### config.mk
export PLATFORM = sky130hd
export DESIGN_NAME = lap3x3_out_fifo
export DESIGN_NICKNAME = d
export VERILOG_FILES = /design/src/rtl/lap3x3_out_fifo.sv
export SDC_FILE = /design/constraint.sdc
export NUM_CORES = 1
export LEC_CHECK = 0
export ABC_CLOCK_PERIOD_IN_PS = 4300
export BUFFER_PORTS_ARGS = -buffer_cell sky130_fd_sc_hd__clkbuf_2
export CORE_UTILIZATION = 35
export CTS_CLUSTER_SIZE = 30
export DETAILED_ROUTE_END_ITERATION = 12
export GPL_ROUTABILITY_DRIVEN = 0
export PLACE_DENSITY = 0.56
export SYNTH_ARGS = -nofsm -noshare
export SYNTH_HDL_FRONTEND = slang
export SYNTH_SLANG_ARGS = --single-unit
### constraint.sdc
create_clock -name clk -period 4.3 [get_ports clk]
set_input_delay 0.43 -clock clk [delete_from_list [all_inputs] [get_ports clk]]
set_output_delay 0.43 -clock clk [all_outputs]
set_load 0.05 [all_outputs]
### src/rtl/lap3x3_out_fifo.sv
module lap3x3_out_fifo #(
  parameter int DW    = 45,
  parameter int DEPTH = 8,
  parameter int AW    = $clog2(DEPTH),
  parameter int CW    = $clog2(DEPTH + 1)
) (
  input  logic          clk,
  input  logic          rst_n,
  input  logic          push,
  input  logic [DW-1:0] push_data,
  input  logic          pop,
  output logic [DW-1:0] data_o,
  output logic [CW-1:0] count_o
);

  logic [DW-1:0] mem [DEPTH];
  logic [AW-1:0] wr_ptr_r;
  logic [AW-1:0] rd_ptr_r;
  logic [CW-1:0] count_r;

  function automatic logic [AW-1:0] ptr_inc(input logic [AW-1:0] p);
    ptr_inc = (p == AW'(DEPTH - 1)) ? '0 : p + AW'(1);
  endfunction

  always_ff @(posedge clk) begin
    if (push) begin
      mem[wr_ptr_r] <= push_data;
    end
  end

  always_ff @(posedge clk) begin
    if (!rst_n) begin
      wr_ptr_r <= '0;
      rd_ptr_r <= '0;
      count_r  <= '0;
    end else begin
      if (push) begin
        wr_ptr_r <= ptr_inc(wr_ptr_r);
      end
      if (pop) begin
        rd_ptr_r <= ptr_inc(rd_ptr_r);
      end
      case ({push, pop})
        2'b10:   count_r <= count_r + CW'(1);
        2'b01:   count_r <= count_r - CW'(1);
        default: count_r <= count_r;
      endcase
    end
  end

  assign data_o  = mem[rd_ptr_r];
  assign count_o = count_r;

endmodule

## After elaboration in Yosys (flattened, before gate mapping)

Memory sizes are Yosys's and may differ from the RTL's. A register that Yosys moved wholly into a read port is not among the register bits.
Cells that the tools add are included.

| cells by class | value |
|---|---|
| add/sub/neg operators | 4 |
| eq/ne operators | 4 |
| multiplexer cells | 7 |
| reductions and logical operators | 1 |

Operator list:

| cell | count |
|---|---|
| two-way mux 3 bit | 4 |
| one-hot mux 4 bit (2 select lines) | 1 |
| adder 3 x 1 -> 3 bit, second input constant | 2 |
| == test 3 bit, second input constant | 2 |
| adder 4 x 1 -> 4 bit, second input constant | 1 |
| subtractor 4 x 1 -> 4 bit, second input constant | 1 |
| == test 2 x 1 -> 1 bit, second input constant | 1 |
| == test 2 bit, second input constant | 1 |
| two-way mux 1 bit | 2 |
| nonzero test 2 bit | 1 |

| storage, ports and cells | value |
|---|---|
| bits in registers | 10 |
| bits in writable memories | 360 |
| input port bits | 49 |
| output and inout bits | 49 |
| logic and storage cells | 20 |
| memories | 1 |

Memories:

| memory | depth | bits a word | rd ports | clocked after memory_dff | write ports | RTL line | text |
|---|---|---|---|---|---|---|---|
| mem | 8 | 45 | 1 | 1 | 1 | 16 | `logic [DW-1:0] mem [DEPTH];` |

## Depth between registers and ports, before layout

Gate-level depths: netlist of the first run.

| logic depth | value |
|---|---|
| word-level depth | 4 |
| depth in mapped cells | 8 |
| mapped depth without buffers | 8 |

## Least setup slack after synthesis of the first run

Ideal clock, no wire load.

| timing path | value |
|---|---|
| kind | input to register |
| start | in push |
| end | mem mem[0][0] (enable) |
| library setup time | 503 ps |
| data arrival time | 3,613 ps |
| required time | 3,797 ps |
| setup slack | 184 ps |
| stages on the path | 2 |
| path buffers | 0 |
| cell sequence | nand2b_1 nor3_1 |

| on the way | value |
|---|---|
| word-level cells in the longest chain between the ends | 2 |

Ends and longest elaborated chain:

| what | RTL line | text |
|---|---|---|
| start, declared | 9 | `input logic push,` |
| two-way mux 1 bit | 26 | `if (push) begin` |
| two-way mux 1 bit (implied by the code) | 27 | `mem[wr_ptr_r] <= push_data;` |
| end, declared | 16 |  |

No other way between the ends.

==> results.md, run 1 <==
- CTS Hold Bufs: 0
- Synthesized Nets: 647
- Hold_sp: push_data[6]
- Worst-case reg-to-reg path depth: 3
- Pleak: 5.60 nW
- Cell internal pwr: around 6.1 mW
- R2r startpoint: wr_ptr_r[2]$_SDFFE_PN0P_
- Most instantiated library cell after synthesis: edfxtp_1
- Post-synthesis sequential area ratio: 76.3%
- Fmax: 293 MHz
- Max Cap Viol: 0
- Number of synthesized flops with an enable pin: 360
- Min-Delay Path Class: input port to flip-flop
- Cells after Synth: 591
- Final setup violating endpoints: 0
- Total gr overflow: 0
- Crit path capture type: output pin
- Cell variety after synth: 29
- Combinational share of power: 8.4%
- Io pins: 98
- Skew-Pair Late Insertion Delay: 0.52 ns
- Post-route ant nets: 0
- Yosys top cell area share: about 74%
- Pin count of the biggest net entering global routing: 67
- Seq cells post-synth: 373
- Post-CTS Resized: 0
- Initial Utilization: a little over a third
- Syn avg cell area: 24.6 sq um
- Final number of hold-violating endpoints: 0
- Top area cells in the synthesized netlist: edfxtp_1 74%, mux4_1 16%, mux2_2 3.6%, dfxtp_1 1.8%, buf_6 0.78%
- Sequential power share: 52.2%
- Met1 wire length: between 10,000 and 15,000 microns
- Met3 Wirelength: roughly 1400 microns
- Vias in the first global route: 6,919
- DIE WIDTH: a little over 200 microns
- Iteration-0 DRC count of the detailed router: 385
- Gr usage total: 14.2%
- Data required time of the critical path: 3.87 ns
- Drt first pass iters: 6
- Crit Path Category: flip-flop to output pin
- Final Core Density: 41.4%
- Most used DFF post-synth: edfxtp_1
- PwrDens: approximately 470 nW/um^2
- Clock Tree Buf Depth: 3
- RR Endpoint: mem[4][21]$_DFFE_PP_
- Max H-tree Level: 2
- R2R Setup Slk: 1.97 ns
- Row count: between 70 and 80
- Cts bufs inserted: 40
- Final nets: 776
- First-pass GRT wire length: between 40,000 and 50,000 microns
- Worst-Margin Slew: 1.10 ns
- Buffers on Ports: 97
- Hold Crit Endpoint: mem[4][6]$_DFFE_PP_
- Synth Warn #: 0
- Core Region: a little over 40,000 sq um
- CTS tree: yes
- P&R area growth vs syn: 16.4%
- Minimum clock period: 3.42 ns
- Max rail drop VDD: 0.217 mV
- Max-slew violation count: 0
- CP Launch Type: flip-flop
- Top layer in use: met5
- Hold slack: 0.182 ns
- Leading cell types by count after synthesis: 360 x edfxtp_1, 90 x mux4_1, 46 x mux2_2
- DR WL met2: 15,000 microns
- Asr flop ratio synth: 0%
- Worst EP arrival: 2.99 ns
- Die area: 42,300 sq um
- Chip Height: 206 microns
- Critical Path Fanout Max: 41
- Dpl hpwl: approximately 17,000 microns
- Wire per inst: approximately 23 microns
- Routed WL: 29,500 microns
- Initial antenna violation count: 3
- Final TNS setup: 0 ns
- # DRC: 0
- Worst rel slew slack: approximately a quarter
- Avg Vias per Cell: 5.03
- Clk network pwr share: around two fifths
- Cell taking the most area after synthesis: edfxtp_1
- RSZ-0062 raised after global routing: false
- Setup repair bufs after CTS: 0
- Layout cells sized above 1: 29.9%
- Vias after detailed routing: 6,427
- Switching share of power: 22.4%
- Sw Pwr: 1.77 mW
- Hold depth: 1
- Mapped Area: roughly 15,000 sq um
- Status: completed
- Clk pin slew, worst setup/hold paths: 0.06 ns
- Clock skew: 0.0176 ns
- Clock sinks: 373
- Clk root buf: clkbuf_16
- Final Cycle Share: roughly 80%
[power groups by stage]
| stage | combinational, mW | clock [mW] | sequential [mW] |
|---|---|---|---|
| floorplan | 0.481 | 0 | 4.19 |
| global placement | 0.663 | 0 | 4.19 |
| detailed placement | 0.677 | 0 | 4.20 |
| CTS | 0.679 | 3.19 | 4.13 |
| global route | 0.706 | 3.32 | 4.13 |
| finish | 0.666 | 3.11 | 4.12 |
[registers in the layout, summed over array words and instances (netlist names), named ones only]
name,flops
mem,360
count_o,4
rd_ptr_r,3
wr_ptr_r,3
[worst max path at each step]
| stage | slack (ns) | to | cells past startpoint | from |
|---|---|---|---|---|
| floorplan | 0.18 | mem[0][0]$_DFFE_PP_ | 2 | push |
| global placement | 1.44 | data_o[21] | 4 | flip-flop |
| detailed placement | 1.40 | data_o[26] | 4 | flip-flop |
| CTS | 0.83 | data_o[21] | 4 | flip-flop |
| global route | 0.75 | data_o[25] | 4 | flip-flop |
| finish | 0.88 | data_o[25] | 4 | flip-flop |
[stage by stage]
step | power (mW) | cells | area [sq um] | setup slack (ns)
global placement | 4.86 | 1210 | 15700 | 1.44
detailed placement | 4.88 | 1210 | 15700 | 1.40
global route | 8.16 | 1277 | 16900 | 0.750
finish | 7.90 | 1278 | 16900 | 0.881
floorplan | 4.67 | 591 | 14500 | 0.184
CTS | 7.99 | 1277 | 16900 | 0.832
[layout by cell type (no fill, tap or decap), types with 2 or more instances in the layout]
master     synthesis  final
edfxtp_1         360    360
dfxtp_4            0      2
mux4_1            90     90
nand2_1            6      6
clkinv_1           0      6
clkinv_2           0      7
dfxtp_1           13     10
nor3_2             0      2
nand2b_1           4      4
ha_1               7      7
mux2_2            46     46
buf_12             0      2
nor2b_1            5      5
and2_1             3      3
xor2_1             2      2
buf_4              0     15
clkbuf_1           9      9
clkbuf_8           0      2
inv_1              2      2
mux2i_1            5      5
clkbuf_2           2     97
o21ai_0            2      2
nor2_4             0      6
clkbuf_16          0     41
[critical path, cell delays in order, from the launching register on]
cell and delay [ns]:
dfxtp_4 0.80, buf_4 0.45, mux4_1 0.64, mux2_2 0.28
clkbuf_2 0.23
[per-layer routing]
layer	track usage [%]	vias up
met5	0	-
met4	3.94	4
met3	3.15	45
met2	24.7	136
met1	17.8	3389
li1	-	2853
[kinds of logic after synthesis]
logic type               Yosys count  share of synthesized area (%)
flip-flops                       373                           76.3
buffers and inverters             29                           1.28
AND/OR/NAND/NOR                   30                           1.09
multiplexers                     141                           20.2
adder cells (fa/ha/maj)            7                          0.603
AO/OA/AOI/OAI                      8                          0.371
XOR/XNOR                           3                          0.181
[final cells by class]
class	instances	area, sq um
clock buffers	52	1090
fillers	3480	23900
multi-input cells	189	3310
clock inverters	15	95.1
flip-flops and latches	373	11100
repair buffers	114	638
well taps	532	666
inverters	2	7.51
diodes	1	2.50
(Power assumes the default switching activity.)
==> inputs of run 2 (changes only) <==
ABC_CLOCK_PERIOD_IN_PS = 3000   (was 4300)
clock period = 3 ns   (was 4.3 ns; I/O delays follow)
==> run 2 against run 1 <==
- utilization is 0.16 points higher
- combinational power rose by 48%
- largest power group unchanged
- clock skew decreased by 0.0091 ns
- power grew 42%
- clock-buffer cell count down 4
- critical path type unchanged
- sequential cell count unchanged
- critical path depth is the same
- global-route usage is 0.097 points lower
- clock power up 40%
- final area up 0.38%
==> results.md, run 2 (synthesis gave the netlist of run 1 again) <==
- Most flops, register: mem
- Final nets: 780 (+0.52%)
- Status: completed
- Hold Crit Endpoint: mem[0][0]$_DFFE_PP_
- Number of cells in the design after placement: 1,216 (+0.50%)
- Skew-Pair Late Insertion Delay: 0.51 ns (about the same)
- Row count: 74 (unchanged)
- Largest register FFs: 360 (unchanged)
- Cts bufs inserted: 38 (-5.0%)
- Most frequent cells in the layout: 360 x edfxtp_1, 97 x clkbuf_2, 90 x mux4_1, 46 x mux2_2, 41 x clkbuf_16
- Data required time of the critical path: 2.70 ns (-1.17 ns)
- Core Region: 40,800 sq um (unchanged)
- Io pins: 98 (unchanged)
- Fmax: 357 MHz
- Vias after detailed routing: 6,447 (+0.31%)
- Most common cell after layout, fill and taps aside: edfxtp_1
- Clock Tree Buf Depth: 3 (unchanged)
- Iteration-0 DRC count of the detailed router: 399 (+3.6%)
- Minimum clock period: ~2.8 ns
- Initial Utilization: 35.5% (unchanged)
- Post-route ant nets: 0 (unchanged)
- Avg Vias per Cell: 5.02 (-0.16%)
- Initial antenna violation count: 4 (+1)
- PwrDens: 662 nW/um^2 (+42%)
- Min-Delay Path Class: input port to flip-flop
- CTS tree: yes
- Worst rel slew slack: 55.4% (+29 points)
- Max rail drop VDD: 0.439 mV (+100%)
- RSZ-0062 raised after global routing: false
- Hold_sp: push_data[0]
- R2R Setup Slk: 1.15 ns (-0.82 ns)
- Clk pin slew, worst setup/hold paths: 0.06 ns (about the same)
- Gr usage total: 14.1% (-0.097 points)
- CP Launch Type: flip-flop
- Hold depth: 1 (unchanged)
- Die area: 42,300 sq um (unchanged)
- Wire per inst: 22.9 microns (-1.1%)
- Final setup violating endpoints: 0 (unchanged)
- Layout cells sized above 1: 30.4% (+0.43 points)
- Drt first pass iters: 4 (-2)
- RR Endpoint: mem[0][36]$_DFFE_PP_
- First-pass GRT wire length: 42,800 microns (-0.75%)
- Crit Path Category: flip-flop to output pin
- Final Cycle Share: 93.3%
- Final number of hold-violating endpoints: 0 (unchanged)
- Max Cap Viol: 0 (unchanged)
- Dpl hpwl: 17,000 microns (+2.3%)
- Routed WL: 29,300 microns (-0.61%)
- DIE WIDTH: 206 microns (unchanged)
- Chip Height: 206 microns (unchanged)
- Non-Filler Instances: 1,284 (+0.47%)
- Setup repair bufs after CTS: 0 (unchanged)
- Worst-case reg-to-reg path depth: 3 (unchanged)
- Final TNS setup: 0 ns (unchanged)
- R2r startpoint: wr_ptr_r[0]$_SDFFE_PN0P_
- Critical Path Fanout Max: 16 (-61%)
- Max H-tree Level: 2 (unchanged)
- Total gr overflow: 0 (unchanged)
- Buffers on Ports: 97 (unchanged)
- Worst-Margin Slew: 0.668 ns (-0.431 ns)
- Vias in the first global route: 6,866 (-0.77%)
- Clock sinks: 373 (unchanged)
- Post-CTS Resized: 0 (unchanged)
- Clock skew: 0.00850 ns (-0.00911 ns)
- CTS Hold Bufs: 0 (unchanged)
- # DRC: 0 (unchanged)
- Worst EP arrival: 2.50 ns (-0.49 ns)
- Crit path capture type: output pin
- Clk root buf: clkbuf_16
- Pin count of the biggest net entering global routing: 38 (-43%)
- Pleak: 5.63 nW (+0.50%)
- Max-slew violation count: 0 (unchanged)
- P&R area growth vs syn: 16.8%
[run 2: cell count changes in the layout (fill, tap and decap cells not counted), moves of 2 or more]
cell	previous run	this run
clkbuf_8	2	0
nor3_2	2	0
nor3_4	0	2
buf_12	2	4
clkinv_1	6	9
clkbuf_1	9	7
buf_4	15	19
clkinv_2	7	9
[run 2: final cells by class]
type,instances,area [sq um]
Inverter,2,7.51
Tap cell,532,666
Antenna cell,1,2.50
Sequential cell,373,11100
Fill cell,3496,23900
Timing Repair Buffer,120,708
Clock inverter,19,109
Multi-Input combinational cell,189,3330
Clock buffer,48,1050
[run 2: power by group]
group	leakage (nW)	switching, mW	internal [mW]
combinational	1.68	0.646	0.341
sequential	3.38	0.0546	5.83
clock	0.577	1.80	2.56
total	5.63	2.50	8.73
[run 2: metal layers]
metal	global-route usage (%)	wire [microns]	share of wire [%]	vias up
met1	17.9	12500	42	3397
met2	24.3	14900	51	141
met4	3.84	508	1.7	6
met3	3.17	1390	4.7	44
li1	-	-	-	2859
met5	0	38	0.13	-
[run 2: per-stage QoR]
stage / worst slack (ns) / power [mW] / utilization [%] / hold WS, ns / instance area, sq um
3_3_place_gp: 0.744 / 6.96 / 38.7 / 0.466 / 15800
6_report: 0.200 / 11.2 / 41.5 / 0.0596 / 17000
3_5_place_dp: 0.723 / 7.00 / 38.7 / 0.472 / 15800
5_1_grt: 0.124 / 11.6 / 41.5 / 0.0485 / 17000
2_1_floorplan: 0.116 / 6.69 / - / 0.399 / 14500
4_1_cts: 0.160 / 11.4 / 41.5 / 0.0288 / 17000
[run 2: worst max path at each step]
stage               slack, ns                      from                  end
floorplan                0.12  wr_ptr_r[1]$_SDFFE_PN0P_  mem[4][0]$_DFFE_PP_
global placement         0.74                 flip-flop            data_o[4]
detailed placement       0.72                 flip-flop            data_o[5]
CTS                      0.16                 flip-flop            data_o[5]
global route             0.12                 flip-flop           data_o[41]
finish                   0.20                 flip-flop            data_o[7]
[run 2: worst max-delay path, stage by stage (launching register included)]
cell and delay (ns):
dfxtp_4 0.50, buf_4 0.34, mux4_1 0.59, mux2_2 0.29, clkbuf_2 0.25
==> inputs of run 3 (changes only) <==
CORE_UTILIZATION = 30   (was 35)
PLACE_DENSITY = 0.5   (was 0.56)
TNS_END_PERCENT = 5   (was default)
==> run 3 against run 2 <==
- highest routed layer unchanged
- combinational power is 4% higher
- global-route usage decreased by 1.7 points
- setup slack got worse by 0.0095 ns
- hold slack worse by 0.024 ns
- via count rose by 0.47%
- register-to-register slack got worse by 0.15 ns
- fmax decreased by 0.34%
- power grew 6.2%
- clock-buffer cell count up 2
==> results.md, run 3 (synthesis gave the netlist of run 1 again) <==
- Cells along the critical path: buf_12 -> mux4_1 -> mux2_2 -> clkbuf_2
- Final Core Density: 36.8% (-4.7 points)
- Most common cell after layout, fill and taps aside: edfxtp_1
- Core Region: 47,700 sq um (+17%)
- Worst rel slew slack: 55.6% (+0.13 points)
- Avg Vias per Cell: 4.63 (-7.9%)
- DIE WIDTH: 222 microns (+7.9%)
- Cts bufs inserted: 41 (+7.9%)
- Gr usage total: 12.4% (-1.7 points)
- Clock Tree Buf Depth: 3 (unchanged)
- Row count: 80 (+8.1%)
- Vias in the first global route: 6,848 (-0.26%)
- Initial Utilization: 30.4% (-5.1 points)
- Vias after detailed routing: 6,477 (+0.47%)
- Min-Delay Path Class: input port to flip-flop
- Iteration-0 DRC count of the detailed router: 371 (-7.0%)
- Fmax: 356 MHz (-0.34%)
- Crit path capture type: output pin
- CP Launch Type: flip-flop
- Max Cap Viol: 0 (unchanged)
- Die area: 49,300 sq um (+17%)
- PwrDens: 679 nW/um^2 (+2.5%)
- Critical Path Fanout Max: 38 (+22)
- Most frequent cells in the layout: 360 x edfxtp_1, 97 x clkbuf_2, 90 x mux4_1, 46 x mux2_2, 41 x clkbuf_16
- Worst setup endpoint: data_o[24]
- Skew-Pair Late Insertion Delay: 0.57 ns (+0.06 ns)
- Layout cells sized above 1: 31.6% (+1.3 points)
- Pre-CTS setup slack: 0.620 ns (-0.103 ns)
- Clk pin slew, worst setup/hold paths: 0.06 ns (about the same)
- Minimum clock period: 2.81 ns (+0.00950 ns)
- Final nets: 810 (+3.8%)
- Initial antenna violation count: 2 (-2)
- R2R Setup Slk: 1.00 ns (-0.15 ns)
- Final TNS setup: 0 ns (unchanged)
- Pleak: 5.85 nW (+3.8%)
- Chip Height: 222 microns (+7.9%)
- Buffers on Ports: 97 (unchanged)
- P&R area growth vs syn: 21.0%
- First-pass GRT wire length: 44,400 microns (+3.8%)
- Final number of hold-violating endpoints: 0 (unchanged)
- Final Cycle Share: 93.7% (+0.32 points)
- RR Endpoint: mem[6][33]$_DFFE_PP_
- Data required time of the critical path: 2.70 ns (about the same)
- Slowest stage delay, CP: 0.61 ns (+0.02 ns)
- Max H-tree Level: 2 (unchanged)
- Most flops, register: mem
- Wire per inst: 21.7 microns (-5.2%)
- Tot Pwr: 11.9 mW (+6.2%)
- CP max-delay cell: mux4_1
- Pin count of the biggest net entering global routing: 42 (+11%)
- Clock skew: 0.0141 ns (+0.00558 ns)
- Post-CTS Resized: 0 (unchanged)
- Clk root buf: clkbuf_16
- Worst-Margin Slew: 0.665 ns (-0.00348 ns)
- Final worst setup slack: 0.190 ns (-0.00950 ns)
- Drt first pass iters: 4 (unchanged)
- # DRC: 0 (unchanged)
- Dpl hpwl: 16,500 microns (-3.2%)
- Buf+Inv Stages, Crit Path: 2 (unchanged)
- Total gr overflow: 0 (unchanged)
- Io pins: 98 (unchanged)
- Crit Path Category: flip-flop to output pin
- Post-route ant nets: 0 (unchanged)
- R2r startpoint: wr_ptr_r[2]$_SDFFE_PN0P_
- Clock sinks: 373 (unchanged)
- CTS tree: yes
- Status: completed
- Cell family with most CP delay: multiplexers
- Max rail drop VDD: 0.377 mV (-14%)
- Routed WL: 30,300 microns (+3.3%)
- Non-Filler Instances: 1,400 (+9.0%)
- RSZ-0062 raised after global routing: false
- Worst EP arrival: 2.51 ns (about the same)
- Final setup violating endpoints: 0 (unchanged)
- Worst-case reg-to-reg path depth: 3 (unchanged)
- Largest register FFs: 360 (unchanged)
- Number of cells in the design after placement: 1,297 (+6.7%)
- Crit path depth: 4 (unchanged)
- Max-slew violation count: 0 (unchanged)
==> run 3: changes by cell type in the layout (fill, tap and decap cells not counted), moves of 3 or more <==
cell | before | now
clkinvlp_4 | 0 | 4
clkinv_2 | 9 | 5
clkinv_1 | 9 | 5
clkbuf_8 | 0 | 4
buf_12 | 4 | 10
bufinv_16 | 1 | 4
dlygate4sd3_1 | 0 | 19
==> run 3: how the worst min path moves through the flow <==
stage                             from                      end  depth (start not counted)
2_1_floorplan             push_data[0]      mem[0][0]$_DFFE_PP_                          0
3_3_place_gp   count_o[3]$_SDFFE_PN0P_  count_o[3]$_SDFFE_PN0P_                          2
3_5_place_dp   count_o[3]$_SDFFE_PN0P_  count_o[3]$_SDFFE_PN0P_                          2
4_1_cts                  push_data[25]     mem[0][25]$_DFFE_PP_                          1
5_1_grt                  push_data[24]     mem[2][24]$_DFFE_PP_                          1
6_report                  push_data[9]      mem[7][9]$_DFFE_PP_                          1
==> run 3: stage by stage <==
step | cell area, sq um | hold slack [ns]
2_1_floorplan | 14500 | 0.399
3_3_place_gp | 15900 | 0.458
3_5_place_dp | 15900 | 0.464
4_1_cts | 17500 | 0.00134
5_1_grt | 17600 | 0.0261
6_report | 17600 | 0.0355
==> run 3: final cells by class <==
type	count	area (sq um)
flip-flops and latches	373	11100
well taps	615	769
clock inverters	23	253
diodes	1	2.50
fillers	4321	30200
clock buffers	50	1100
repair buffers	147	1030
inverters	2	7.51
multi-input cells	189	3320
==> run 3: report_power, final <==
| group | internal (mW) | switching [mW] |
|---|---|---|
| Clock | 2.97 | 2.05 |
| Combinational | 0.376 | 0.655 |
| Sequential | 5.83 | 0.0514 |
| Total | 9.17 | 2.76 |
==> run 3: per-layer routing <==
layer	vias to the layer above	GRT usage, %	routed length [microns]	share of wire (%)
met4	2	4.28	679	2.2
met1	3380	15.9	13500	44
met2	114	20.8	14900	49
met5	-	0	13	0.043
li1	2934	-	-	-
met3	47	2.78	1190	3.9
==> run 3: repair_timing <==
action	4_1_cts	5_1_grt
hold buffers	19	0
buffers inserted	0	10
endpoints found under the setup margin	0	7
endpoints found under the hold margin	131	0
==> run 3: worst register-to-register path, delay by kind of cell (launching register included) <==
family	cells	cell delay, ns
simple gates	2	0.78
flops	1	0.52
buf+inv	1	0.39
