## src/rtl/lap3x3_pkg.sv

```systemverilog
package lap3x3_pkg;

  localparam int CFG_IDX_W    = 4;
  localparam int CFG_DATA_W   = 16;
  localparam int IMG_W_BITS   = 12;
  localparam int IMG_H_BITS   = 13;
  localparam int ROW_W        = 13;
  localparam int X_W          = 11;
  localparam int Y_W          = 12;
  localparam int MAX_HEIGHT   = 4096;
  localparam int RESET_WIDTH  = 640;
  localparam int RESET_HEIGHT = 480;
  localparam int ROW_MAX      = 8191;
  localparam int FIFO_DEPTH   = 8;

  typedef enum logic [CFG_IDX_W-1:0] {
    CFG_IMAGE_WIDTH  = 4'd0,
    CFG_IMAGE_HEIGHT = 4'd1
  } cfg_reg_t;

  typedef struct packed {
    logic top_ok;
    logic bot_ok;
    logic left_ok;
    logic right_ok;
  } mask_t;

  typedef struct packed {
    logic           res;
    logic           last;
    logic [X_W-1:0] x;
    logic [Y_W-1:0] y;
  } tag_t;

endpackage

```

## src/rtl/lap3x3_window.sv

```systemverilog
module lap3x3_window #(
  parameter int PW = 16,
  parameter int OW = PW + 5
) (
  input  logic                 clk,
  input  logic                 shift_en,
  input  logic signed [PW-1:0] col_older,
  input  logic signed [PW-1:0] col_newer,
  input  logic signed [PW-1:0] col_pixel,
  input  lap3x3_pkg::mask_t    mask,
  output logic signed [OW-1:0] sum_o
);

  logic signed [PW-1:0] tap_r [3][3];
  logic signed [PW-1:0] m [3][3];
  logic signed [PW+1:0] corner_nxt;
  logic signed [PW+1:0] edge_nxt;
  logic signed [PW+1:0] corner_r;
  logic signed [PW+1:0] edge_r;
  logic signed [PW-1:0] centre_r;

  always_ff @(posedge clk) begin
    if (shift_en) begin
      for (int i = 0; i < 3; i++) begin
        tap_r[i][0] <= tap_r[i][1];
        tap_r[i][1] <= tap_r[i][2];
      end
      tap_r[0][2] <= col_older;
      tap_r[1][2] <= col_newer;
      tap_r[2][2] <= col_pixel;
    end
  end

  // border taps fall to zero
  always_comb begin
    m[0][0] = (mask.top_ok && mask.left_ok)  ? tap_r[0][0] : '0;
    m[0][1] =  mask.top_ok                   ? tap_r[0][1] : '0;
    m[0][2] = (mask.top_ok && mask.right_ok) ? tap_r[0][2] : '0;
    m[1][0] =  mask.left_ok                  ? tap_r[1][0] : '0;
    m[1][1] =  tap_r[1][1];
    m[1][2] =  mask.right_ok                 ? tap_r[1][2] : '0;
    m[2][0] = (mask.bot_ok && mask.left_ok)  ? tap_r[2][0] : '0;
    m[2][1] =  mask.bot_ok                   ? tap_r[2][1] : '0;
    m[2][2] = (mask.bot_ok && mask.right_ok) ? tap_r[2][2] : '0;
    corner_nxt = (PW+2)'(m[0][0]) + (PW+2)'(m[0][2]) + (PW+2)'(m[2][0]) + (PW+2)'(m[2][2]);
    edge_nxt   = (PW+2)'(m[0][1]) + (PW+2)'(m[1][0]) + (PW+2)'(m[1][2]) + (PW+2)'(m[2][1]);
  end

  always_ff @(posedge clk) begin
    corner_r <= corner_nxt;
    edge_r   <= edge_nxt;
    centre_r <= m[1][1];
  end

  // corners x1, edges x2, centre x-12
  assign sum_o = OW'(corner_r) + (OW'(edge_r) <<< 1)
               - ((OW'(centre_r) <<< 3) + (OW'(centre_r) <<< 2));

endmodule

```

## config.mk

```make
export PLATFORM = sky130hd
export DESIGN_NAME = lap3x3_window
export DESIGN_NICKNAME = d
export VERILOG_FILES = /design/src/rtl/lap3x3_pkg.sv /design/src/rtl/lap3x3_window.sv
export SDC_FILE = /design/constraint.sdc
export NUM_CORES = 1
export LEC_CHECK = 0
export ABC_AREA = 1
export BUFFER_PORTS_ARGS = -buffer_cell sky130_fd_sc_hd__buf_2
export CORE_ASPECT_RATIO = 1.5
export CORE_MARGIN = 8
export CORE_UTILIZATION = 32
export CTS_BUF_LIST = sky130_fd_sc_hd__clkbuf_16
export DETAILED_ROUTE_END_ITERATION = 6
export GPL_ROUTABILITY_DRIVEN = 0
export GPL_TIMING_DRIVEN = 0
export SLEW_MARGIN = 20
export SYNTH_ARGS = -nofsm -noshare
export SYNTH_HDL_FRONTEND = slang
export SYNTH_SLANG_ARGS = --single-unit
```

## constraint.sdc

```tcl
create_clock -name clk -period 4.9 [get_ports clk]
set_input_delay 0.49 -clock clk [delete_from_list [all_inputs] [get_ports clk]]
set_output_delay 0.49 -clock clk [all_outputs]
set_load 0.005 [all_outputs]
```

# After elaboration in Yosys (flattened, before gate mapping)
# Memory sizes are Yosys's and may differ from the RTL's.
# Cells that the tools add are included.
dict set report op_classes {
  n_addsub 9
  n_mux 10
  reduce_logical 4
}
# operator n
set ops {}
lappend ops {{$mux 16} 8}
lappend ops {{$add 17x16->18} 2}
lappend ops {{$add 18x16->18} 2}
lappend ops {{$add 16x16->17} 2}
lappend ops {{$sub 20x20->21} 1}
lappend ops {{$add 18x19->20} 1}
lappend ops {{$add 19x18->20} 1}
lappend ops {{$logic_and 1x1->1} 4}
lappend ops {{$mux 1} 2}
dict set report word_totals {
  reg_bits 52
  ramBits 144
  in_bits 54
  output_inout_bits 21
  elab_cells 27
  mem_count 1
}
# name words word_bits read_ports rd_clocked_by_memory_dff wr line
set mem_list {}
lappend mem_list {tap_r 3 48 3 0 3 lap3x3_window.sv:14} ;# logic signed [PW-1:0] tap_r [3][3];

# Logic depth before layout (Yosys ltp)
# Gate-level depths: netlist (run 1).
dict set report logic_depth {
  word_depth 5
  depth_mapped 18
  depth_no_buf 17
}

# Worst setup path after synthesis (run 1)
# OpenSTA, ideal clock, no wires.
dict set report synth_timing {
  kind {in2reg}
  startpoint {input mask[1] in the netlist's numbering}
  endpoint {register edge_r[17]}
  setup_time_ns 0.112
  arrival_ns 3.200
  required_time_ns 4.788
  slack_ns 1.588
  cell_stages 17
  n_path_buf 2
  cell_sequence {buf_2 -> clkbuf_1 -> nand2_1 -> fa_1 -> inv_1 -> fa_1 -> ha_1 -> fa_1 -> nand2_1 -> nand2_1 -> and2_4 -> nand2_1 -> nand2_2 -> nand3_1 -> nand2_1 -> nand2_1 -> nand2_1}
}
dict set report synth_via {
  elab_chain_cells 4
}
# element line
set synth_rtl {}
lappend synth_rtl {{start, declared} lap3x3_window.sv:10} ;# input lap3x3_pkg::mask_t mask,
lappend synth_rtl {{$mux 16} lap3x3_window.sv:39} ;# m[1][0] = mask.left_ok ? tap_r[1][0] : '0;
lappend synth_rtl {{$add 16x16->17} lap3x3_window.sv:46} ;# edge_nxt = (PW+2)'(m[0][1]) + (PW+2)'(m[1][0]) + (PW+2)'(m[1][2]) + (PW+2)'(m[2][1]);
lappend synth_rtl {{$add 17x16->18} lap3x3_window.sv:46}
lappend synth_rtl {{$add 18x16->18} lap3x3_window.sv:46}
lappend synth_rtl {{net edge_nxt[17]} lap3x3_window.sv:17} ;# logic signed [PW+1:0] edge_nxt;
lappend synth_rtl {{end signal, assigned} lap3x3_window.sv:51} ;# edge_r <= edge_nxt;
lappend synth_rtl {{end, declared} lap3x3_window.sv:19} ;# logic signed [PW+1:0] edge_r;
# The timed path passes the listed nets, and every way through them passes these cells.

# Final worst setup path (run 1)
dict set report layout_timing {
  startpoint {input mask[0] in the netlist's numbering}
  endpoint {register corner_r[17]}
}
dict set report layout_via {
  elab_chain_cells 5
  elab_cells_between_ends 7
  classes_between {add/sub (3); mux (2); reduce/logical (2)}
}
# element line
set layout_rtl {}
lappend layout_rtl {{$logic_and 1x1->1} lap3x3_window.sv:38} ;# m[0][2] = (mask.top_ok && mask.right_ok) ? tap_r[0][2] : '0;
lappend layout_rtl {{$mux 16} lap3x3_window.sv:38}
lappend layout_rtl {{$add 16x16->17} lap3x3_window.sv:45} ;# corner_nxt = (PW+2)'(m[0][0]) + (PW+2)'(m[0][2]) + (PW+2)'(m[2][0]) + (PW+2)'(m[2][2]);
lappend layout_rtl {{$add 17x16->18} lap3x3_window.sv:45}
lappend layout_rtl {{$add 18x16->18 *} lap3x3_window.sv:45}
lappend layout_rtl {{net corner_nxt[17]} lap3x3_window.sv:16} ;# logic signed [PW+1:0] corner_nxt;
lappend layout_rtl {{end signal, assigned} lap3x3_window.sv:50} ;# corner_r <= corner_nxt;
lappend layout_rtl {{end, declared} lap3x3_window.sv:18} ;# logic signed [PW+1:0] corner_r;
# The timed path passes the listed nets; every way through them passes the cells marked *.

==> flow_summary_export.csv, run 1 <==
group,metric,value,unit
logic_synthesis,synth.avg_cell_area,9.576,um^2
outcome,outcome,"finished, final reports clean",
pwr,p_sw_share,43.04,%
final_layout,mostFrequentLayoutCell,"inv_1",
route,viasPerCell,4.244,
final_layout,antenna_cells,0,
sta,fin_crit,3.691,ns
placed_design,postPlaceCellArea,12750,um^2
worst_setup_path,worstSetupPathType,"primary input to register",
pwr,leakagePower,6.765,nW
job,maxCapViolations,0,
clock_network,cts_buffers,17,
worst_setup_path,startpoint_type,"primary input",
sta,hold_viol,0,
final_layout,syn2layout_area_growth,13.16,%
clock_network,clock_latency,0.45,ns
logic_synthesis,synth_area_leaders,"edfxtp_1, fa_1, inv_1, dfxtp_1, nand2_1",
route,wl_per_cell,13.71,um
logic_synthesis,yosysTopAreaCell,"edfxtp_1",
logic_synthesis,synth_cell_types,25,
sta,period_share,75.33,%
grt,grt_max_degree,98,
sta,finClkSkew,0.009627,ns
clock_network,htreeDepth,4,
placed_design,hpwl,20.39,mm
pwr,vdd_drop_max,244.8,uV
pwr,p_sw,3.233,mW
grt,grt_overflow,0,
die,fp.dieW,172.5,um
logic_synthesis,syn-cell-area,11760,um^2
sta,max_freq,270.9,MHz
worst_setup_path,crit_required,5.23,ns
die,core-area,36480,um^2
pwr,p_total,7.512,mW
clock_network,cts.sinks,196,
final_layout,fin_area,13310,um^2
grt,antenna_found_initial,0,
die,row_count,86,
worst_setup_path,cp-end-kind,"register",
logic_synthesis,ys_seq_elements,196,
clock_network,cts_root_buffer,"clkbuf_16",
pwr,p_seq_share,27.9,%
final_layout,fill_cells,3678,
die,ioPinCount,75,
final_layout,stdcell_count,1815,
route,final_antenna_net_count,0,
clock_network,clock_path_buffers,2,
clock_network,post-cts-setup-buffer-count,0,
logic_synthesis,synthCells,1228,
clock_network,cts_tree,"yes",
logic_synthesis,synth_top_area_share,36.77,%
logic_synthesis,synth_warnings,0,
final_layout,final_cell_mix,"inv_1, nand2_1, edfxtp_1",
logic_synthesis,seq_area_frac_synth,45.63,%
final_layout,drive_gt1_share,9.542,%
route,drtIter0Drc,386,
route,via_count,7702,
clock_network,postCtsHoldBufs,0,
pwr,power.density,564.5,nW/um^2
pwr,pwr-share-comb,54.6,%
die,die_area,43260,um^2
route,drc_errors,0,
worst_setup_path,worst-path-max-fanout,10,
final_layout,fin_nets,1527,
worst_setup_path,ff2ff_path_depth,15,
pwr,clkPwrFrac,17.5,%
worst_setup_path,arrival,4.02,ns
sta,tightest_slew,0.8006,ns
grt,grt_pass1_wl,40.70,mm
logic_synthesis,synthesis.nets,1437,
sta,relSlewSlack,46.62,%
die,start_util,32.24,%
final_layout,post-route-util,36.48,%
clock_network,path_clk_slew,0.07,ns
die,die_y,250.8,um
min_path,hp-class,"primary input to register",
placed_design,port_buffers,70,
route,drt_pass1_iterations,5,
sta,drv_slew,0,
sta,rsz0062_at_grt,"no",
grt,grt_pass1_vias,8384,
clock_network,ctsResizeCount,0,
grt,grt_util_all_layers,11.91,%
pwr,p_int,4.278,mW
worst_setup_path,r2r_setup_slack,1.76,ns
sta,setup_viol,0,
min_path,hold_path_depth,1,
sta,setup-tns-final,0,ns
placed_design,dp_cells,1783,
route,wl,24.88,mm
state kept, by name (all words and copies together), names as in the netlist:
| register | cells |
|---|---|
| centre_r | 16 |
| corner_r | 18 |
| edge_r | 18 |
| tap_r | 144 |
per-stage QoR:
stage	hold slack [ns]	setup slack, ns
floorplan	0.3435	1.588
global placement	0.3512	0.7437
detailed placement	0.3573	0.6834
CTS	0.1878	1.160
global route	0.1947	0.9094
finish	0.2132	1.209
final timing paths:
path | startpoint | end
setup reg to reg | tap_r[0][1] | corner_r[17]
hold / removal | col_newer[12] | tap_r[0][60]
hold reg to reg | tap_r[0][76] | centre_r[12]
setup / recovery | mask[0] | corner_r[17]
cells in the mapped netlist, drive strengths merged:
library cell / instances
edfxtp: 144
nand4: 2
o21bai: 1
nand2: 278
ha: 56
nor4: 3
a21oi: 50
buf: 5
inv: 332
a21o: 2
clkbuf: 7
nor2: 93
nand3b: 2
xor2: 26
o21ai: 19
and2: 3
xnor2: 5
nand3: 49
dfxtp: 52
fa: 99
critical path, stage by stage:
cell and delay (ns):
buf_2 0.19, nand2_1 0.33, clkbuf_1 0.56, nor2_1 0.13
fa_1 0.51, inv_1 0.06, fa_1 0.47, inv_1 0.07
fa_1 0.46, nand2_1 0.09, nand2_1 0.05, and2_4 0.14
nand2_1 0.07, nand2_2 0.09, nand3_1 0.10, nand2_1 0.06
nand2_1 0.05, nand2_1 0.07
per-layer routing:
layer	vias up	track usage, %	share of wire [%]
li1	3890	-	-
met4	0	6.280	3.8
met2	134	22.93	55
met5	-	0	0
met3	54	1.862	2.4
met1	3624	12.15	39
power by group through the flow:
stage / logic (mW) / registers, mW / clock network [mW]
after global placement: 4.13 / 2.14 / 0
after detailed placement: 4.18 / 2.14 / 0
after CTS: 4.19 / 2.10 / 1.36
final: 4.10 / 2.10 / 1.31
after floorplan: 2.85 / 2.10 / 0
after global routing: 4.74 / 2.12 / 1.41
layout make-up:
type	instances	area (um^2)	area share [%]
sequential	196	5365	40.32
multi-input combinational	688	5096	38.30
inverter	332	1246	9.365
tap	484	605.6	4.551
clock buffer	18	450.4	3.385
timing repair buffer	71	387.9	2.915
clock inverter	14	103.9	0.7804
buffer	12	51.30	0.3855
cells by family after synthesis:
group / Yosys count / share of synthesized area, %
AOI/OAI and AO/OA: 72 / 3.160
xor gates and xnor gates: 31 / 2.309
adders and majority gates: 155 / 22.81
buffers and inverters: 344 / 11.03
DFF: 196 / 45.63
and+or+nand+nor: 430 / 15.06
Power figures use the tool's default switching activity.
==> run 2, diff against run 1 <==
- ABC_AREA: 1 -> 0
- clock period: 4.9 -> 3.13 ns (I/O delays scaled with it)
==> run 2 against run 1 <==
The run now ends with negative setup slack left. Wire length up 2.2%. Flip-flop and latch count unchanged. Clock skew down 0.00053 ns. Sequential power up 57%. Utilization up 4.3 points. First-iteration DRC count down 35%. Area after synthesis down 2.7%. Clock-buffer cell count down 1. Critical path depth down 6. Worst setup slack worse by 1.8 ns. Synthesized cell count down 20%. Critical path type is now register to primary output. Largest cell class is now multi-input combinational cells.
==> flow_summary_export.csv, run 2 <==
group,metric,value,unit
die,die_y,247.6,um
clock_network,cts.sinks,196,
worst_setup_path,cp-end-kind,"primary output",
grt,grt_util_all_layers,12.60,%
sta,setup_viol,26,
logic_synthesis,synth_edf_count,144,
grt,grt_pass1_wl,41.09,mm
logic_synthesis,syn-cell-area,11440,um^2
outcome,violations,"negative setup slack",
logic_synthesis,synth.avg_cell_area,11.70,um^2
grt,antenna_found_initial,0,
min_path,hp-class,"primary input to register",
clock_network,cts_root_buffer,"clkbuf_16",
route,viasPerCell,4.523,
sta,tightest_slew,0.6151,ns
final_layout,multi_input_area,6262,um^2
final_layout,syn2layout_area_growth,26.57,%
job,maxCapViolations,0,
clock_network,cts_buffers,17,
placed_design,port_buffers,72,
worst_setup_path,critPathBufInv,3,
pwr,power.density,1076,nW/um^2
logic_synthesis,synth_top_area_share,37.80,%
grt,grt_pass1_vias,7989,
final_layout,fin_nets,1327,
final_layout,fill_cells,3352,
final_layout,mostFrequentLayoutCell,"inv_1",
final_layout,top_register,"tap_r",
logic_synthesis,synthTopCellsByCount,"inv_1, edfxtp_1, fa_1",
clock_network,clock_latency,0.45,ns
worst_setup_path,cp_cell_sequence,"inv_2 > fa_1 > fa_1 > inv_2 > ha_4 > and3_4 > a221o_1 > a31oi_1 > o21ai_2 > mux2i_1 > a2111oi_2 > buf_2",
logic_synthesis,synthFlopType,"edfxtp_1",
route,final_antenna_net_count,0,
sta,relSlewSlack,58.99,%
final_layout,post-route-util,40.76,%
final_layout,largest_reg_flops,144,
die,start_util,32.20,%
die,fp.dieW,170.4,um
worst_setup_path,worst-path-max-fanout,4,
clock_network,path_clk_slew,0.07,ns
logic_synthesis,synth_warnings,0,
die,row_count,85,
logic_synthesis,synth_area_leaders,"edfxtp_1, fa_1, dfxtp_1, ha_1, inv_1",
clock_network,cts_tree,"yes",
pwr,p_total,15.58,mW
worst_setup_path,crit_required,2.82,ns
route,wl_per_cell,15.80,um
final_layout,drive_gt1_share,29.35,%
worst_setup_path,cp_slowest_stage_delay,0.53,ns
placed_design,hpwl,19.09,mm
sta,max_freq,268.3,MHz
logic_synthesis,synth_cell_types,60,
grt,grt_max_degree,99,
sta,setup-tns-final,-7.868,ns
final_layout,final_cell_mix,"inv_1, edfxtp_1, fa_1",
clock_network,clock_path_buffers,2,
sta,fin_ws,-0.5976,ns
clock_network,postCtsHoldBufs,0,
route,wl,25.42,mm
sta,rsz0062_at_grt,"yes",
worst_setup_path,worstSetupPathType,"register to primary output",
pwr,vdd_drop_max,423.8,uV
route,drtIter0Drc,251,
route,drc_errors,0,
sta,drv_slew,0,
clock_network,htreeDepth,4,
logic_synthesis,seq_area_frac_synth,46.90,%
sta,period_share,119.1,%
worst_setup_path,cp_slowest_cell,"fa_1",
logic_synthesis,synthCells,978,
logic_synthesis,yosysTopAreaCell,"edfxtp_1",
final_layout,top_regs,"tap_r (144), corner_r (18), edge_r (18)",
grt,grt_overflow,0,
logic_synthesis,synth_most_common_cell,"inv_1",
worst_setup_path,startpoint_type,"register",
die,die_area,42180,um^2
logic_synthesis,async_flop_share,0,%
worst_setup_path,cp_top_family,"adder cells",
sta,fin_crit,3.728,ns
final_layout,antenna_cells,0,
route,via_count,7277,
logic_synthesis,ys_seq_elements,196,
pwr,leakagePower,6.231,nW
worst_setup_path,arrival,3.41,ns
die,core-area,35520,um^2
sta,hold_viol,0,
logic_synthesis,synthesis.nets,1187,
outcome,outcome,"complete, but fails checks",
final_layout,ff_latch_area,5388,um^2
sta,finClkSkew,0.009097,ns
route,drt_pass1_iterations,4,
die,ioPinCount,75,
==> run 2: timing repair <==
item / 4_1_cts / 5_1_grt
pin swaps: 105 / 47
setup endpoints to repair: 36 / 35
resized for setup: 156 / 58
setup buffers: 47 / 10
endpoints found under the hold margin: 0 / 0
==> run 2: cells by family (layout without fill, tap and decap cells) <==
logic type      count (synthesis)  count (layout)  synth area share, %
compound gates                142             142                8.292
xor+xnor                       46              46                3.522
fa+ha+maj                     155             155                23.45
buf+inv                       203             356                6.738
flops                         196             196                46.90
mux                             3               3               0.2625
simple gates                  233             233                10.83
==> run 2: final timing paths <==
path | startpoint | to | slack, ns | cells after the start
max | corner_r[11] | sum_o[20] | -0.60 | 12
min | col_newer[0] | tap_r[0][48] | 0.03 | 1
max reg2reg | tap_r[0][81] | edge_r[11] | -0.31 | 11
min reg2reg | tap_r[0][79] | centre_r[15] | 0.37 | 0
==> run 2: routing by layer <==
metal / track usage, % / part of all wire [%]
met1: 13.62 / 40
met4: 5.019 / 2.3
met5: 0 / 0
met3: 2.420 / 2.7
met2: 23.64 / 55
==> run 2: area by class of cell <==
class	count	share of cell area, %
buffer	21	0.9593
clock buffer	17	2.938
clock inverter	15	1.054
inverter	178	4.615
multi-input combinational	579	43.25
sequential	196	37.21
tap	478	4.131
timing repair buffer	125	5.834
==> run 2: metrics by stage <==
| stage | worst slack [ns] | hold WS, ns | area (um^2) | cells |
|---|---|---|---|---|
| finish | -0.5976 | 0.02725 | 14480 | 1609 |
| global route | -0.8087 | 0.002610 | 14480 | 1609 |
| CTS | -0.6634 | 0.003230 | 14190 | 1601 |
| detailed placement | -1.014 | 0.3603 | 12560 | 1529 |
| global placement | -1.035 | 0.3511 | 12520 | 1528 |
| floorplan | -0.1695 | 0.3435 | 11560 | 978 |
==> run 2: power by group <==
group	total [mW]	internal [mW]	switching, mW
clock network	2.17	1.18	0.985
logic	10.1	5.03	5.09
registers	3.29	3.15	0.142
==> run 3, diff against run 2 <==
- SKIP_CTS_REPAIR_TIMING: unset -> 1
==> run 3 against run 2 <==
The flow still finishes with violations (negative setup slack). Total power shrank 7.2%. Worst setup slack worse by 0.15 ns. Via count decreased by 1.3%. Sequential share of layout area increased by 0.58 points. Non-clock buffer count down 16. Largest power group unchanged. Die area stayed put. Utilization is 0.59 points lower. Critical path depth down 1. Worst hold slack better by 0.0021 ns. Register-to-register slack worse by 0.07 ns. Clock-buffer cell count unchanged.
==> flow_summary_export.csv, run 3 (same netlist as run 2, synthesis figures left out) <==
group,metric,value,unit
worst_setup_path,crit_required,2.82,ns
clock_network,cts_buffers,17,
final_layout,mostFrequentLayoutCell,"inv_1",
grt,grt_pass1_vias,7524,
final_layout,fin_nets,1311,
outcome,violations,"negative setup slack",
sta,hold_viol,0,
sta,finClkSkew,0.007911,ns
worst_setup_path,cp-end-kind,"primary output",
grt,grt_use_met3,2.372,%
sta,setup-tns-final,-8.134,ns
final_layout,antenna_cells,0,
final_layout,drive_gt1_share,27.35,%
worst_setup_path,cp_slowest_stage_delay,0.50,ns
final_layout,top_register,"tap_r",
worst_setup_path,r2r_setup_slack,-0.38,ns
clock_network,htreeDepth,4,
sta,setup_viol,28,
sta,tightest_slew,0.6293,ns
grt,grt_util_all_layers,11.92,%
clock_network,cts_tree,"yes",
route,final_antenna_net_count,0,
grt,grt.busiest_layer,"met2",
route,drt_pass1_iterations,4,
final_layout,stdcell_count,1593,
worst_setup_path,worst-path-max-fanout,6,
final_layout,fin_area,14270,um^2
worst_setup_path,r2r_end,"corner_r[17]",
job,maxCapViolations,0,
worst_setup_path,cp_slowest_cell,"fa_1",
clock_network,clock_latency,0.45,ns
pwr,p_total,14.46,mW
pwr,power.density,1014,nW/um^2
sta,period_share,124.0,%
pwr,vdd_drop_max,402.9,uV
worst_setup_path,ff2ff_path_depth,11,
die,die_area,42180,um^2
clock_network,path_clk_slew,0.07,ns
die,core-area,35520,um^2
final_layout,final_cell_mix,"inv_1, edfxtp_1, fa_1",
grt,antenna_found_initial,0,
grt,grt_overflow,0,
route,drc_errors,0,
die,fp.dieW,170.4,um
sta,rsz0062_at_grt,"yes",
route,via_count,7184,
placed_design,preCtsSetupSlack,-1.014,ns
route,wl,25.18,mm
grt,grtUsageMet2,22.41,%
worst_setup_path,cp_common_cell,"fa_1",
final_layout,largest_reg_flops,144,
min_path,whs_endpoint,"tap_r[0][48]",
final_layout,syn2layout_area_growth,24.74,%
worst_setup_path,arrival,3.57,ns
clock_network,clock_path_buffers,2,
route,wl_per_cell,15.81,um
die,ioPinCount,75,
sta,drv_slew,0,
worst_setup_path,worstSetupPathType,"register to primary output",
placed_design,port_buffers,72,
outcome,outcome,"complete, but fails checks",
pwr,leakagePower,6.134,nW
placed_design,hpwl,19.09,mm
final_layout,fill_cells,3372,
route,viasPerCell,4.510,
route,drtIter0Drc,268,
grt,grt_util_met1,12.93,%
final_layout,top_regs,"tap_r (144), corner_r (18), edge_r (18)",
sta,fin_ws,-0.7512,ns
die,start_util,32.20,%
placed_design,postPlaceCellArea,12560,um^2
min_path,hp-class,"primary input to register",
die,row_count,85,
grt,grt_max_degree,99,
sta,relSlewSlack,58.05,%
sta,fin_crit,3.881,ns
die,die_y,247.6,um
clock_network,cts_root_buffer,"clkbuf_16",
sta,max_freq,257.7,MHz
worst_setup_path,startpoint_type,"register",
clock_network,cts.sinks,196,
min_path,worstHoldStart,"col_newer[0]",
placed_design,dp_cells,1529,
min_path,hold_path_depth,1,
grt,grt_pass1_wl,38.65,mm
worst_setup_path,cp_cell_sequence,"fa_1 > fa_1 > inv_2 > ha_4 > a21o_1 > a221o_1 > a31oi_4 > o21ai_4 > mux2i_2 > a2111oi_2 > buf_2",
worst_setup_path,r2r_start,"tap_r[0][1]",
## run 3: critical path: cells and delay by family (launching register included)
| family | cells | cell delay, ns |
|---|---|---|
| AOI/OAI and AO/OA | 5 | 1.15 |
| adders and majority gates | 3 | 1.21 |
| buffers and inverters | 2 | 0.22 |
| DFF | 1 | 0.36 |
| muxes | 1 | 0.16 |
## run 3: per-layer routing
| metal | vias to the layer above | share of wire (%) |
|---|---|---|
| met5 | - | 0 |
| met3 | 34 | 2.3 |
| met1 | 3542 | 41 |
| met4 | 0 | 2.2 |
| li1 | 3509 | - |
| met2 | 99 | 54 |
## run 3: area by class of cell
type,instances,area (um^2),share of cell area (%)
multi-input cells,579,6211,43.53
flip-flops and latches,196,5393,37.79
inverters,178,668.1,4.683
repair buffers,107,664.4,4.656
well taps,478,598.1,4.192
clock buffers,17,425.4,2.981
plain buffers,23,156.4,1.096
clock inverters,15,152.6,1.070
## run 3: power by group
group          switching [mW]  total (mW)  leakage [nW]  internal [mW]
clock network           0.977        2.16         0.287           1.18
logic                    4.75        9.01          4.00           4.26
registers               0.142        3.29          1.85           3.15
total                    5.87        14.5          6.13           8.60
## run 3: through the flow
stage	util, %	hold slack (ns)
6_report	40.17	0.02935
5_1_grt	40.17	0.004012
4_1_cts	36.97	0.003230
3_5_place_dp	35.35	0.3603
3_3_place_gp	35.24	0.3511
2_1_floorplan	-	0.3435
## run 3: how the worst max path moves through the flow
stage                      startpoint      endpoint  slack [ns]  cells after the start
after floorplan               mask[2]    edge_r[11]       -0.17                     13
after global placement        mask[1]  corner_r[17]       -1.03                     14
after detailed placement      mask[1]  corner_r[17]       -1.01                     14
after CTS                 corner_r[7]     sum_o[20]       -1.00                     12
after global routing      centre_r[7]     sum_o[20]       -0.93                     11
final                     centre_r[7]     sum_o[20]       -0.75                     11
